==> src/rtl/core/ise_pkg.sv <==
// Shared constants and types for the insertion sort engine.
package ise_pkg;

  localparam int DEPTH  = 64;
  localparam int DATA_W = 32;

  typedef logic signed [DATA_W-1:0] data_t;

  // What one cell shows its neighbors.
  typedef struct packed {
    logic  valid;
    logic  gt;
    data_t value;
  } cell_link_t;

  // Per-cycle command broadcast to every cell.
  typedef struct packed {
    logic  ins;
    logic  shift;
    data_t x;
  } cell_ctrl_t;

  typedef enum logic [1:0] {
    ST_LOAD  = 2'b01,
    ST_DRAIN = 2'b10
  } ise_state_t;

endpackage

==> src/rtl/core/ise_cell.sv <==
// One slot of the sorting chain: holds an entry, inserts and shifts.
module ise_cell import ise_pkg::*; (
  input  logic       clk,
  input  logic       rst_n,
  input  cell_ctrl_t ctrl,
  input  cell_link_t left,
  input  cell_link_t right,
  output cell_link_t self
);

  logic  valid_r, valid_nxt;
  data_t value_r, value_nxt;
  logic  gt;
  logic  take;

  // Strictly greater keeps equal values in arrival order.
  assign gt   = valid_r && (value_r > ctrl.x);
  assign take = gt || (!valid_r && left.valid);

  always_comb begin
    valid_nxt = valid_r;
    value_nxt = value_r;
    if (ctrl.shift) begin
      valid_nxt = right.valid;
      value_nxt = right.value;
    end else if (ctrl.ins && take) begin
      valid_nxt = 1'b1;
      // move the left entry up if it also exceeds the new item
      value_nxt = left.gt ? left.value : ctrl.x;
    end
  end

  always_ff @(posedge clk) begin
    if (!rst_n) begin
      valid_r <= 1'b0;
    end else begin
      valid_r <= valid_nxt;
    end
  end

  always_ff @(posedge clk) begin
    value_r <= value_nxt;
  end

  assign self.valid = valid_r;
  assign self.gt    = gt;
  assign self.value = value_r;

endmodule

==> config.mk <==
export PLATFORM = sky130hd
export DESIGN_NAME = ise_cell
export DESIGN_NICKNAME = d
export VERILOG_FILES = /design/src/rtl/core/ise_pkg.sv /design/src/rtl/core/ise_cell.sv
export SDC_FILE = /design/constraint.sdc
export NUM_CORES = 1
export LEC_CHECK = 0
export BUFFER_PORTS_ARGS = -buffer_cell sky130_fd_sc_hd__buf_4
export CORE_MARGIN = 5
export CORE_UTILIZATION = 41
export DETAILED_ROUTE_END_ITERATION = 8
export GPL_TIMING_DRIVEN = 0
export PLACE_DENSITY_LB_ADDON = 0.25
export SLEW_MARGIN = 20
export SYNTH_ARGS = -nofsm -noshare
export SYNTH_HDL_FRONTEND = slang
export SYNTH_SLANG_ARGS = --single-unit
==> constraint.sdc <==
create_clock -name clk -period 2.5 [get_ports clk]
set_input_delay 0.25 -clock clk [delete_from_list [all_inputs] [get_ports clk]]
set_output_delay 0.25 -clock clk [all_outputs]
set_load 0.05 [all_outputs]
; Word level (Yosys, flattened, before mapping)
; Cells that the tools add are included.
[word_totals]
reg_bits = 33
latch_bits = 0
mem_bits_rw = 0
rom_bits = 0
mem_count = 0
[classes]
n_addsub = 0
mul = 0
n_div = 0
order_cmp = 1
n_eq_ne = 0
n_shift = 0
n_mux = 5
bitwise = 0
reduce_logical = 6
[op_table]
columns = cell, n
row1 = 2-to-1 mux 32 bit, 3
row2 = greater-than comparator 32 bit, 1
row3 = logical AND 1 bit, 3
row4 = 2-to-1 mux 1 bit, 2
row5 = nonzero test 2 bit, 1
row6 = zero test 1 bit, 1
row7 = logical OR 1 bit, 1

; Logic depth before layout (Yosys ltp)
; Gate-level depths: netlist (run 1).
[depth]
depth_word = 6
ltp_mapped = 9

; Least setup slack after synthesis (run 1)
; Ideal clock, no wire load.
[synth_timing]
path_kind = reg2reg
start = register value_r[14]
end = register value_r[0], enable pin
setup_ps = 479
t_arrival_ps = 2513
slack_ps = -492
stages_incl_launch_ff = 8
path_buffers = 0
synth_period_minus_slack_ps = 2992
path_cell_list = edfxtp_1 ha_1 nand4_2 nor4_2 a31oi_1 and3_4 a211oi_2 nand2_1
[synth_via]
elab_chain_cells = 5
[synth_lines]
columns = element, line_no
row1 = "start, declared", ise_cell.sv:12  ; data_t value_r, value_nxt;
row2 = "start signal, assigned", ise_cell.sv:42  ; value_r <= value_nxt;
row3 = greater-than comparator 32 bit, ise_cell.sv:17  ; assign gt = valid_r && (value_r > ctrl.x);
row4 = logical AND 1 bit, ise_cell.sv:17
row5 = logical OR 1 bit, ise_cell.sv:18  ; assign take = gt || (!valid_r && left.valid);
row6 = logical AND 1 bit, ise_cell.sv:26  ; end else if (ctrl.ins && take) begin
row7 = nonzero test 2 bit (no line), n/a
; No other way between the ends.
; A chain may end at the register's enable or synchronous reset.

; Final worst setup path (run 1)
[layout_timing]
start = register value_r[14]
end = output self[32] in the netlist's numbering
[layout_via]
elab_chain_cells = 2
[layout_lines]
columns = element, line_no
row1 = greater-than comparator 32 bit, ise_cell.sv:17
row2 = logical AND 1 bit, ise_cell.sv:17
row3 = "end, declared", ise_cell.sv:8  ; output cell_link_t self
; No other way between the ends.

==> results of run 1 <==
registers in the layout, summed over array words and instances, names as in the netlist:
signal / flops
valid_r: 1
value_r: 32
worst max-delay path: cells and delay by family (launching register included):
family                     cells  cell delay [ps]
AOI/OAI and AO/OA              4              890
and+or+nand+nor                1              160
buffers and inverters          2              260
DFF                            1              440
adders and majority gates      1              320
cell usage after synthesis (all sizes together), types with 3 or more instances:
master | count | share of area
nand4 | 7 | 0.020
mux2i | 32 | 0.13
inv | 34 | 0.050
a21oi | 13 | 0.026
nor2 | 4 | 0.0059
o21ai | 38 | 0.075
a31oi | 3 | 0.0074
nand2 | 43 | 0.063
ha | 32 | 0.16
buf | 5 | 0.012
edfxtp | 32 | 0.38
clkbuf | 8 | 0.012
kinds of logic after synthesis:
kind of cell / after synthesis / share of synthesized area
AOI/OAI and AO/OA: 63 / 0.141
adders and majority gates: 32 / 0.157
buffers and inverters: 47 / 0.0737
DFF: 33 / 0.385
muxes: 32 / 0.126
and+or+nand+nor: 64 / 0.117
power by group through the flow:
| stage | logic (uW) | registers [uW] | clock network (uW) |
|---|---|---|---|
| finish | 844 | 720 | 398 |
| global route | 905 | 727 | 426 |
| CTS | 795 | 719 | 398 |
| detailed placement | 757 | 730 | 0 |
| global placement | 742 | 727 | 0 |
| floorplan | 265 | 924 | 0 |
what timing repair did:
item	4_1_cts	5_1_grt
resized for setup	13	12
buffers inserted	4	8
endpoints found under the setup margin	33	33
cloned	1	2
pin swaps	11	12
metal layers:
metal	global-route usage	share of wire	vias up
li1	-	-	1282
met3	0.0447	0.078	5
met2	0.327	0.52	90
met5	0	0	-
met4	0.0467	0.0060	0
met1	0.236	0.40	1194
per-stage QoR:
stage               cell area [um2]  hold WS (ps)  TNS (ps)
floorplan                      2580           388      -572
global placement               3680           500     -1280
detailed placement             3680           514     -2210
CTS                            3870           228      -118
global route                   4040           242     -4140
finish                         4040           229     -1050
worst min-delay path by stage:
stage                         from         end  slack [ps]  cells after the start
after floorplan              rst_n     valid_r         390                      2
after global placement     valid_r     valid_r         500                      2
after detailed placement   valid_r     valid_r         510                      2
after CTS                    rst_n     valid_r         230                      3
after global routing      right[1]  value_r[1]         240                      3
final                        rst_n     valid_r         230                      3
final cells by class:
cell class	instances	area, um2	share of cell area
Timing Repair Buffer	146	1120	0.277
Tap cell	75	93.8	0.0232
Clock buffer	8	80.1	0.0198
Multi-Input combinational cell	194	1580	0.390
Inverter	34	128	0.0316
Buffer	13	60.1	0.0149
Sequential cell	33	981	0.243
==> flow_summary.json, run 1 <==
{
  "startpoint": "value_r[14]",
  "crit_end": "self[32]",
  "ir_drop_uv": 281,
  "gr-total-overflow": 0,
  "rows": 28,
  "grt_pass1_wl_mm": 11.5,
  "drcViolationCount": 0,
  "synth-main-ff-cell": "edfxtp_1",
  "p_comb_frac": 0.430,
  "cts_buffers": 5,
  "first_global_vias": 2478,
  "cts_tree": "done",
  "p_per_area_nw_per_um2": 486,
  "first_pass_iters": 4,
  "p_clk_frac": 0.203,
  "port_buffers": 134,
  "critical_path.endpoint_type": "primary output",
  "path_class": "reg2out",
  "syn_nets": 407,
  "finalSetupViolCount": 25,
  "crit_chain": "ha_4, nand4_2, a2111o_1, a31oi_2, o21ai_0, a21boi_1, buf_4, buf_8",
  "critPathRequiredTime_ps": 2250,
  "async_flop_share": 0,
  "skew_ps": 4.49,
  "crit_fanout": 4,
  "cts_sinks": 33,
  "static-leakage-power_uw": 0.00198,
  "dieArea_um2": 7880,
  "cp_slowest_stage_delay_ps": 440,
  "status": "finished, violations left",
  "dp_slack_ps": -70.4,
  "maxCapViolations": 0,
  "die_h_um": 88.8,
  "clk_pin_slew_ps": 70,
  "swShare": 0.368,
  "fin_cells": 503,
  "route.antenna.remaining_nets": 0,
  "ys_ff_latch": 33,
  "clockBufferDepth": 2,
  "synth_edf_count": 32,
  "internal-power_uw": 1240,
  "layout-drive-gt1-share": 0.423,
  "final_common_cell": "buf_4",
  "reg2reg_depth": 9,
  "hold_buffers": 0,
  "ys_warn_count": 0,
  "drt_first_iter_violations": 62,
  "hold_viol_final": 0,
  "via_count": 2571,
  "clock_latency_ps": 280,
  "slew_violations": 0,
  "hpwlAfterDp_mm": 6.02,
  "arrival_ps": 2370,
  "p_seq_frac": 0.367,
  "wl_mm": 8.04,
  "die_w_um": 88.8,
  "area_growth_pct": 58.7,
  "reg2reg_from": "value_r[11]",
  "track_usage": 0.189,
  "final_util": 0.674,
  "gp_congestion": 0.728,
  "htreeDepth": 2,
  "io_pins": 138,
  "rrSetupSlack_ps": -70,
  "ys_seq_area_frac": 0.385,
  "syn_area_um2": 2540,
  "ys_types": 31,
  "n_antenna_cell": 0,
  "min_period_ps": 2620,
  "fillers": 494,
  "p_switching_uw": 721,
  "wl_per_cell_um": 16.0,
  "antenna_found_initial": 0,
  "coreArea_um2": 5990,
  "finalWorstSetupSlack_ps": -122,
  "reg2reg_to": "value_r[17]",
  "syn_inst": 271,
  "fin_nets": 563,
  "root_buffer": "clkbuf_8",
  "startpoint_type": "flip-flop",
  "worst_slew_pin_slew_ps": 512,
  "hold_class": "in2reg",
  "timing.final.crit_share": 1.05,
  "violations": "setup timing",
  "rsz0062_at_grt": "true",
  "relSlewSlack": 0.659,
  "cpMaxStageDelayCell": "edfxtp_1",
  "timing.fmax_mhz": 381,
  "start_util": 0.425,
  "synth.avg_cell_area_um2": 9.39,
  "dp.cells": 480,
  "vias_per_cell": 5.11,
  "fin_total_pwr_uw": 1960,
  "grt_max_degree": 17,
  "layout_common_cells": "145 x buf_4, 42 x nand2_1, 35 x o21ai_0"
}
Note: power is estimated with default switching activity, not from simulation.
==> run 2: changes to the inputs <==
- BUFFER_PORTS_ARGS: -buffer_cell sky130_fd_sc_hd__buf_4 -> -buffer_cell sky130_fd_sc_hd__buf_2
==> flow_summary.json, run 2 (same netlist as run 1, synthesis figures left out) <==
{
  "coreArea_um2": 5990,
  "gr-total-overflow": 0,
  "drt_first_iter_violations": 83,
  "worst_slew_pin_slew_ps": 497,
  "grt_pass1_wl_mm": 11.6,
  "htreeDepth": 2,
  "cts_sinks": 33,
  "via_count": 2499,
  "rows": 28,
  "clockBufferDepth": 2,
  "finalSetupViolCount": 1,
  "wl_mm": 7.52,
  "antenna_found_initial": 0,
  "layout_common_cells": "136 x buf_2, 42 x nand2_1, 36 x o21ai_0",
  "port_buffers": 134,
  "vias_per_cell": 5.01,
  "hold_class": "in2reg",
  "maxCapViolations": 0,
  "grtUsageMet2": 0.333,
  "cts_tree": "done",
  "dieArea_um2": 7880,
  "die_w_um": 88.8,
  "die_h_um": 88.8,
  "hold_viol_final": 0,
  "status": "finished, violations left",
  "regMostFlops": "value_r",
  "area_growth_pct": 45.6,
  "relSlewSlack": 0.669,
  "startpoint_type": "flip-flop",
  "arrival_ps": 2440,
  "met3_usage": 0.0372,
  "first_global_vias": 2507,
  "grt_max_degree": 17,
  "finalWorstSetupSlack_ps": -186,
  "use_met1": 0.237,
  "static-leakage-power_uw": 0.00185,
  "fin_cells": 499,
  "largest_reg_flops": 32,
  "cts_buffers": 5,
  "top_regs": "value_r x32, valid_r x1",
  "fin_setup_tns_ps": -186,
  "io_pins": 138,
  "clk_pin_slew_ps": 70,
  "critical_path.endpoint_type": "primary output",
  "route.antenna.remaining_nets": 0,
  "dp_slack_ps": -96.9,
  "wl_per_cell_um": 15.1,
  "min_period_ps": 2690,
  "ir_drop_uv": 391,
  "timing.final.crit_share": 1.07,
  "drcViolationCount": 0,
  "critPathRequiredTime_ps": 2250,
  "violations": "setup timing",
  "busiest_layer": "met2",
  "timing.fmax_mhz": 372,
  "track_usage": 0.187,
  "skew_ps": 8.91,
  "dp.cells": 480,
  "hpwlAfterDp_mm": 5.67,
  "crit_fanout": 3,
  "final_common_cell": "buf_2",
  "gp_congestion": 0.718,
  "clock_latency_ps": 280,
  "fin_nets": 561,
  "n_antenna_cell": 0,
  "slew_violations": 0,
  "layout-drive-gt1-share": 0.427,
  "root_buffer": "clkbuf_8",
  "path_class": "reg2out",
  "start_util": 0.425,
  "rsz0062_at_grt": "true",
  "fin_total_pwr_uw": 1860,
  "first_pass_iters": 4,
  "p_per_area_nw_per_um2": 503
}
[run 2: final cells by class]
cell class	instances	area [um2]
Multi-Input combinational cell	194	1600
Clock inverter	1	5.00
Tap cell	75	93.8
Clock buffer	5	68.8
Buffer	13	60.1
Inverter	34	128
Sequential cell	33	981
Timing Repair Buffer	144	767
Fill cell	541	2290
[run 2: path summary, 6_finish.rpt]
path	endpoint	depth (start not counted)	start	slack (ps)
worst min-delay path	valid_r	3	rst_n	220
worst max-delay path	self[32]	9	value_r[5]	-190
worst min register to register	valid_r	2	valid_r	530
worst max register to register	value_r[15]	8	value_r[14]	120
[run 2: repair_timing]
| item | CTS | global route |
|---|---|---|
| hold buffers | 0 | 0 |
| setup endpoints to repair | 33 | 33 |
| pin swaps | 12 | 14 |
| gates resized for setup | 16 | 13 |
| setup buffers | 7 | 4 |
| gates cloned | 2 | 1 |
[run 2: routing by layer]
| layer | routed length [um] | vias to the layer above |
|---|---|---|
| li1 | - | 1273 |
| met1 | 3190 | 1146 |
| met2 | 3800 | 76 |
| met3 | 492 | 4 |
| met4 | 38 | 0 |
| met5 | 0 | - |
[run 2: critical path, stage by stage (launching register included)]
cell      delay (ps)
edfxtp_1         410
ha_1             330
a21oi_2          150
o21ai_2           80
a221oi_2         270
a31oi_2          160
or3_1            330
a21boi_1         160
buf_4            140
buf_8            130
[run 2: metrics by stage]
| stage | hold WS (ps) | instance area (um2) | utilization |
|---|---|---|---|
| floorplan | 388 | 2580 | - |
| global placement | 501 | 3350 | 0.559 |
| detailed placement | 509 | 3350 | 0.559 |
| CTS | 217 | 3570 | 0.596 |
| global route | 230 | 3700 | 0.618 |
| finish | 222 | 3700 | 0.618 |
[run 2: where the power goes]
group / leakage [uW] / switching, uW / internal (uW)
clock: 0.0000399 / 195 / 183
sequential: 0.000333 / 37.1 / 683
combinational: 0.00148 / 479 / 285
==> run 3: changes to the inputs <==
- clock period: 2.5 -> 2.4 ns (I/O delays scaled with it)
==> flow_summary.json, run 3 (same netlist as run 1, synthesis figures left out) <==
{
  "place_area_um2": 3400,
  "n_antenna_cell": 0,
  "startpoint": "value_r[19]",
  "final_area_um2": 3820,
  "p_per_area_nw_per_um2": 521,
  "finalWorstSetupSlack_ps": -214,
  "multiInputGateArea_um2": 1650,
  "cpMaxStageDelayCell": "edfxtp_1",
  "drt_first_iter_violations": 46,
  "die_h_um": 88.8,
  "violations": "setup timing",
  "reg2reg_to": "value_r[2]",
  "layout-drive-gt1-share": 0.442,
  "io_pins": 138,
  "grt_max_degree": 11,
  "fin_cells": 507,
  "hold_viol_final": 0,
  "ir_drop_uv": 309,
  "top_regs": "value_r x32, valid_r x1",
  "register_area_um2": 981,
  "rows": 28,
  "slew_violations": 0,
  "busiest_layer": "met2",
  "use_met1": 0.222,
  "arrival_ps": 2370,
  "route.antenna.remaining_nets": 0,
  "clock_latency_ps": 280,
  "maxCapViolations": 0,
  "dp.cells": 480,
  "critical_path.endpoint_type": "primary output",
  "gr-total-overflow": 0,
  "cts_tree": "done",
  "wl_per_cell_um": 15.1,
  "final_common_cell": "buf_2",
  "cts_sinks": 33,
  "layout_common_cells": "136 x buf_2, 42 x nand2_1, 35 x o21ai_0",
  "fin_nets": 567,
  "grt_pass1_wl_mm": 11.0,
  "critPathRequiredTime_ps": 2160,
  "startpoint_type": "flip-flop",
  "fin_total_pwr_uw": 1990,
  "regMostFlops": "value_r",
  "gp_congestion": 0.815,
  "fillers": 521,
  "area_growth_pct": 50.2,
  "rsz0062_at_grt": "true",
  "start_util": 0.425,
  "reg2reg_from": "value_r[11]",
  "coreArea_um2": 5990,
  "crit_chain": "ha_1, a21oi_1, o21ai_1, a22oi_2, o211ai_1, or3_1, a21boi_2, buf_4, buf_8",
  "clk_pin_slew_ps": 60,
  "drcViolationCount": 0,
  "root_buffer": "clkbuf_8",
  "crit_fanout": 2,
  "worst_slew_pin_slew_ps": 534,
  "hold_class": "in2reg",
  "cp_slowest_stage_delay_ps": 400,
  "antenna_found_initial": 0,
  "largest_reg_flops": 32,
  "skew_ps": 4.01,
  "first_pass_iters": 5,
  "status": "finished, violations left",
  "timing.final.crit_share": 1.09,
  "die_w_um": 88.8,
  "port_buffers": 134,
  "path_class": "reg2out",
  "cts_buffers": 5,
  "track_usage": 0.182,
  "timing.fmax_mhz": 382,
  "min_period_ps": 2610,
  "met3_usage": 0.0410,
  "via_count": 2542,
  "finalSetupViolCount": 33,
  "hpwlAfterDp_mm": 5.89,
  "grtUsageMet2": 0.320,
  "htreeDepth": 2,
  "wl_mm": 7.64,
  "vias_per_cell": 5.01,
  "rrSetupSlack_ps": -110,
  "clockBufferDepth": 2,
  "reg2reg_depth": 9,
  "crit_end": "self[32]",
  "dieArea_um2": 7880,
  "first_global_vias": 2468,
  "static-leakage-power_uw": 0.00189,
  "relSlewSlack": 0.644
}
run 3: cell types whose count changed in the layout (fill, tap and decap cells not counted), sizes merged:
cell / change
clkinv: -1
buf: +6
clkbuf: +3
run 3: worst min path at each step:
| stage | from | cells past startpoint | to | slack (ps) |
|---|---|---|---|---|
| 6_report | rst_n | 3 | valid_r | 210 |
| 3_3_place_gp | valid_r | 2 | valid_r | 500 |
| 2_1_floorplan | rst_n | 2 | valid_r | 380 |
| 5_1_grt | rst_n | 3 | valid_r | 220 |
| 3_5_place_dp | rst_n | 3 | valid_r | 500 |
| 4_1_cts | rst_n | 3 | valid_r | 200 |
run 3: through the flow:
stage	setup WS [ps]	setup TNS [ps]	hold slack [ps]	util
final	-214	-3490	210	0.638
after global routing	-332	-7850	220	0.638
after CTS	-247	-2180	198	0.621
after detailed placement	-189	-1900	504	0.567
after global placement	-139	-628	499	0.567
after floorplan	-84.3	-2150	378	-
run 3: metal layers:
layer | wire [um] | share of wire | vias to the layer above
met4 | 83 | 0.011 | 0
met3 | 560 | 0.073 | 8
met1 | 3190 | 0.42 | 1158
met5 | 0 | 0 | -
li1 | - | - | 1293
met2 | 3800 | 0.50 | 83
run 3: final cells by class:
type	instances	area share
flip-flops and latches	33	0.257
well taps	75	0.0245
multi-input cells	194	0.431
plain buffers	13	0.0157
clock buffers	8	0.0236
repair buffers	150	0.216
inverters	34	0.0334
run 3: where the power goes:
| part | internal, uW | leakage (uW) | total (uW) | switching, uW |
|---|---|---|---|---|
| Combinational | 308 | 0.00151 | 819 | 511 |
| Sequential | 712 | 0.000333 | 752 | 39.2 |
| Clock | 234 | 0.0000455 | 423 | 189 |
run 3: worst max-delay path, delay by kind of cell, from the launching register on:
kind / cells / cell delay [ps]
AO/OA/AOI/OAI: 5 / 720
AND/OR/NAND/NOR: 1 / 380
buffers and inverters: 2 / 260
flip-flops: 1 / 400
adder cells (fa/ha/maj): 1 / 330
run 3: what timing repair did:
action / in CTS / in global routing
pin swaps: 19 / 13
hold buffers: 0 / 0
gates resized for setup: 16 / 12
setup endpoints to repair: 33 / 33
buffers inserted: 14 / 5
gates cloned: 3 / 0
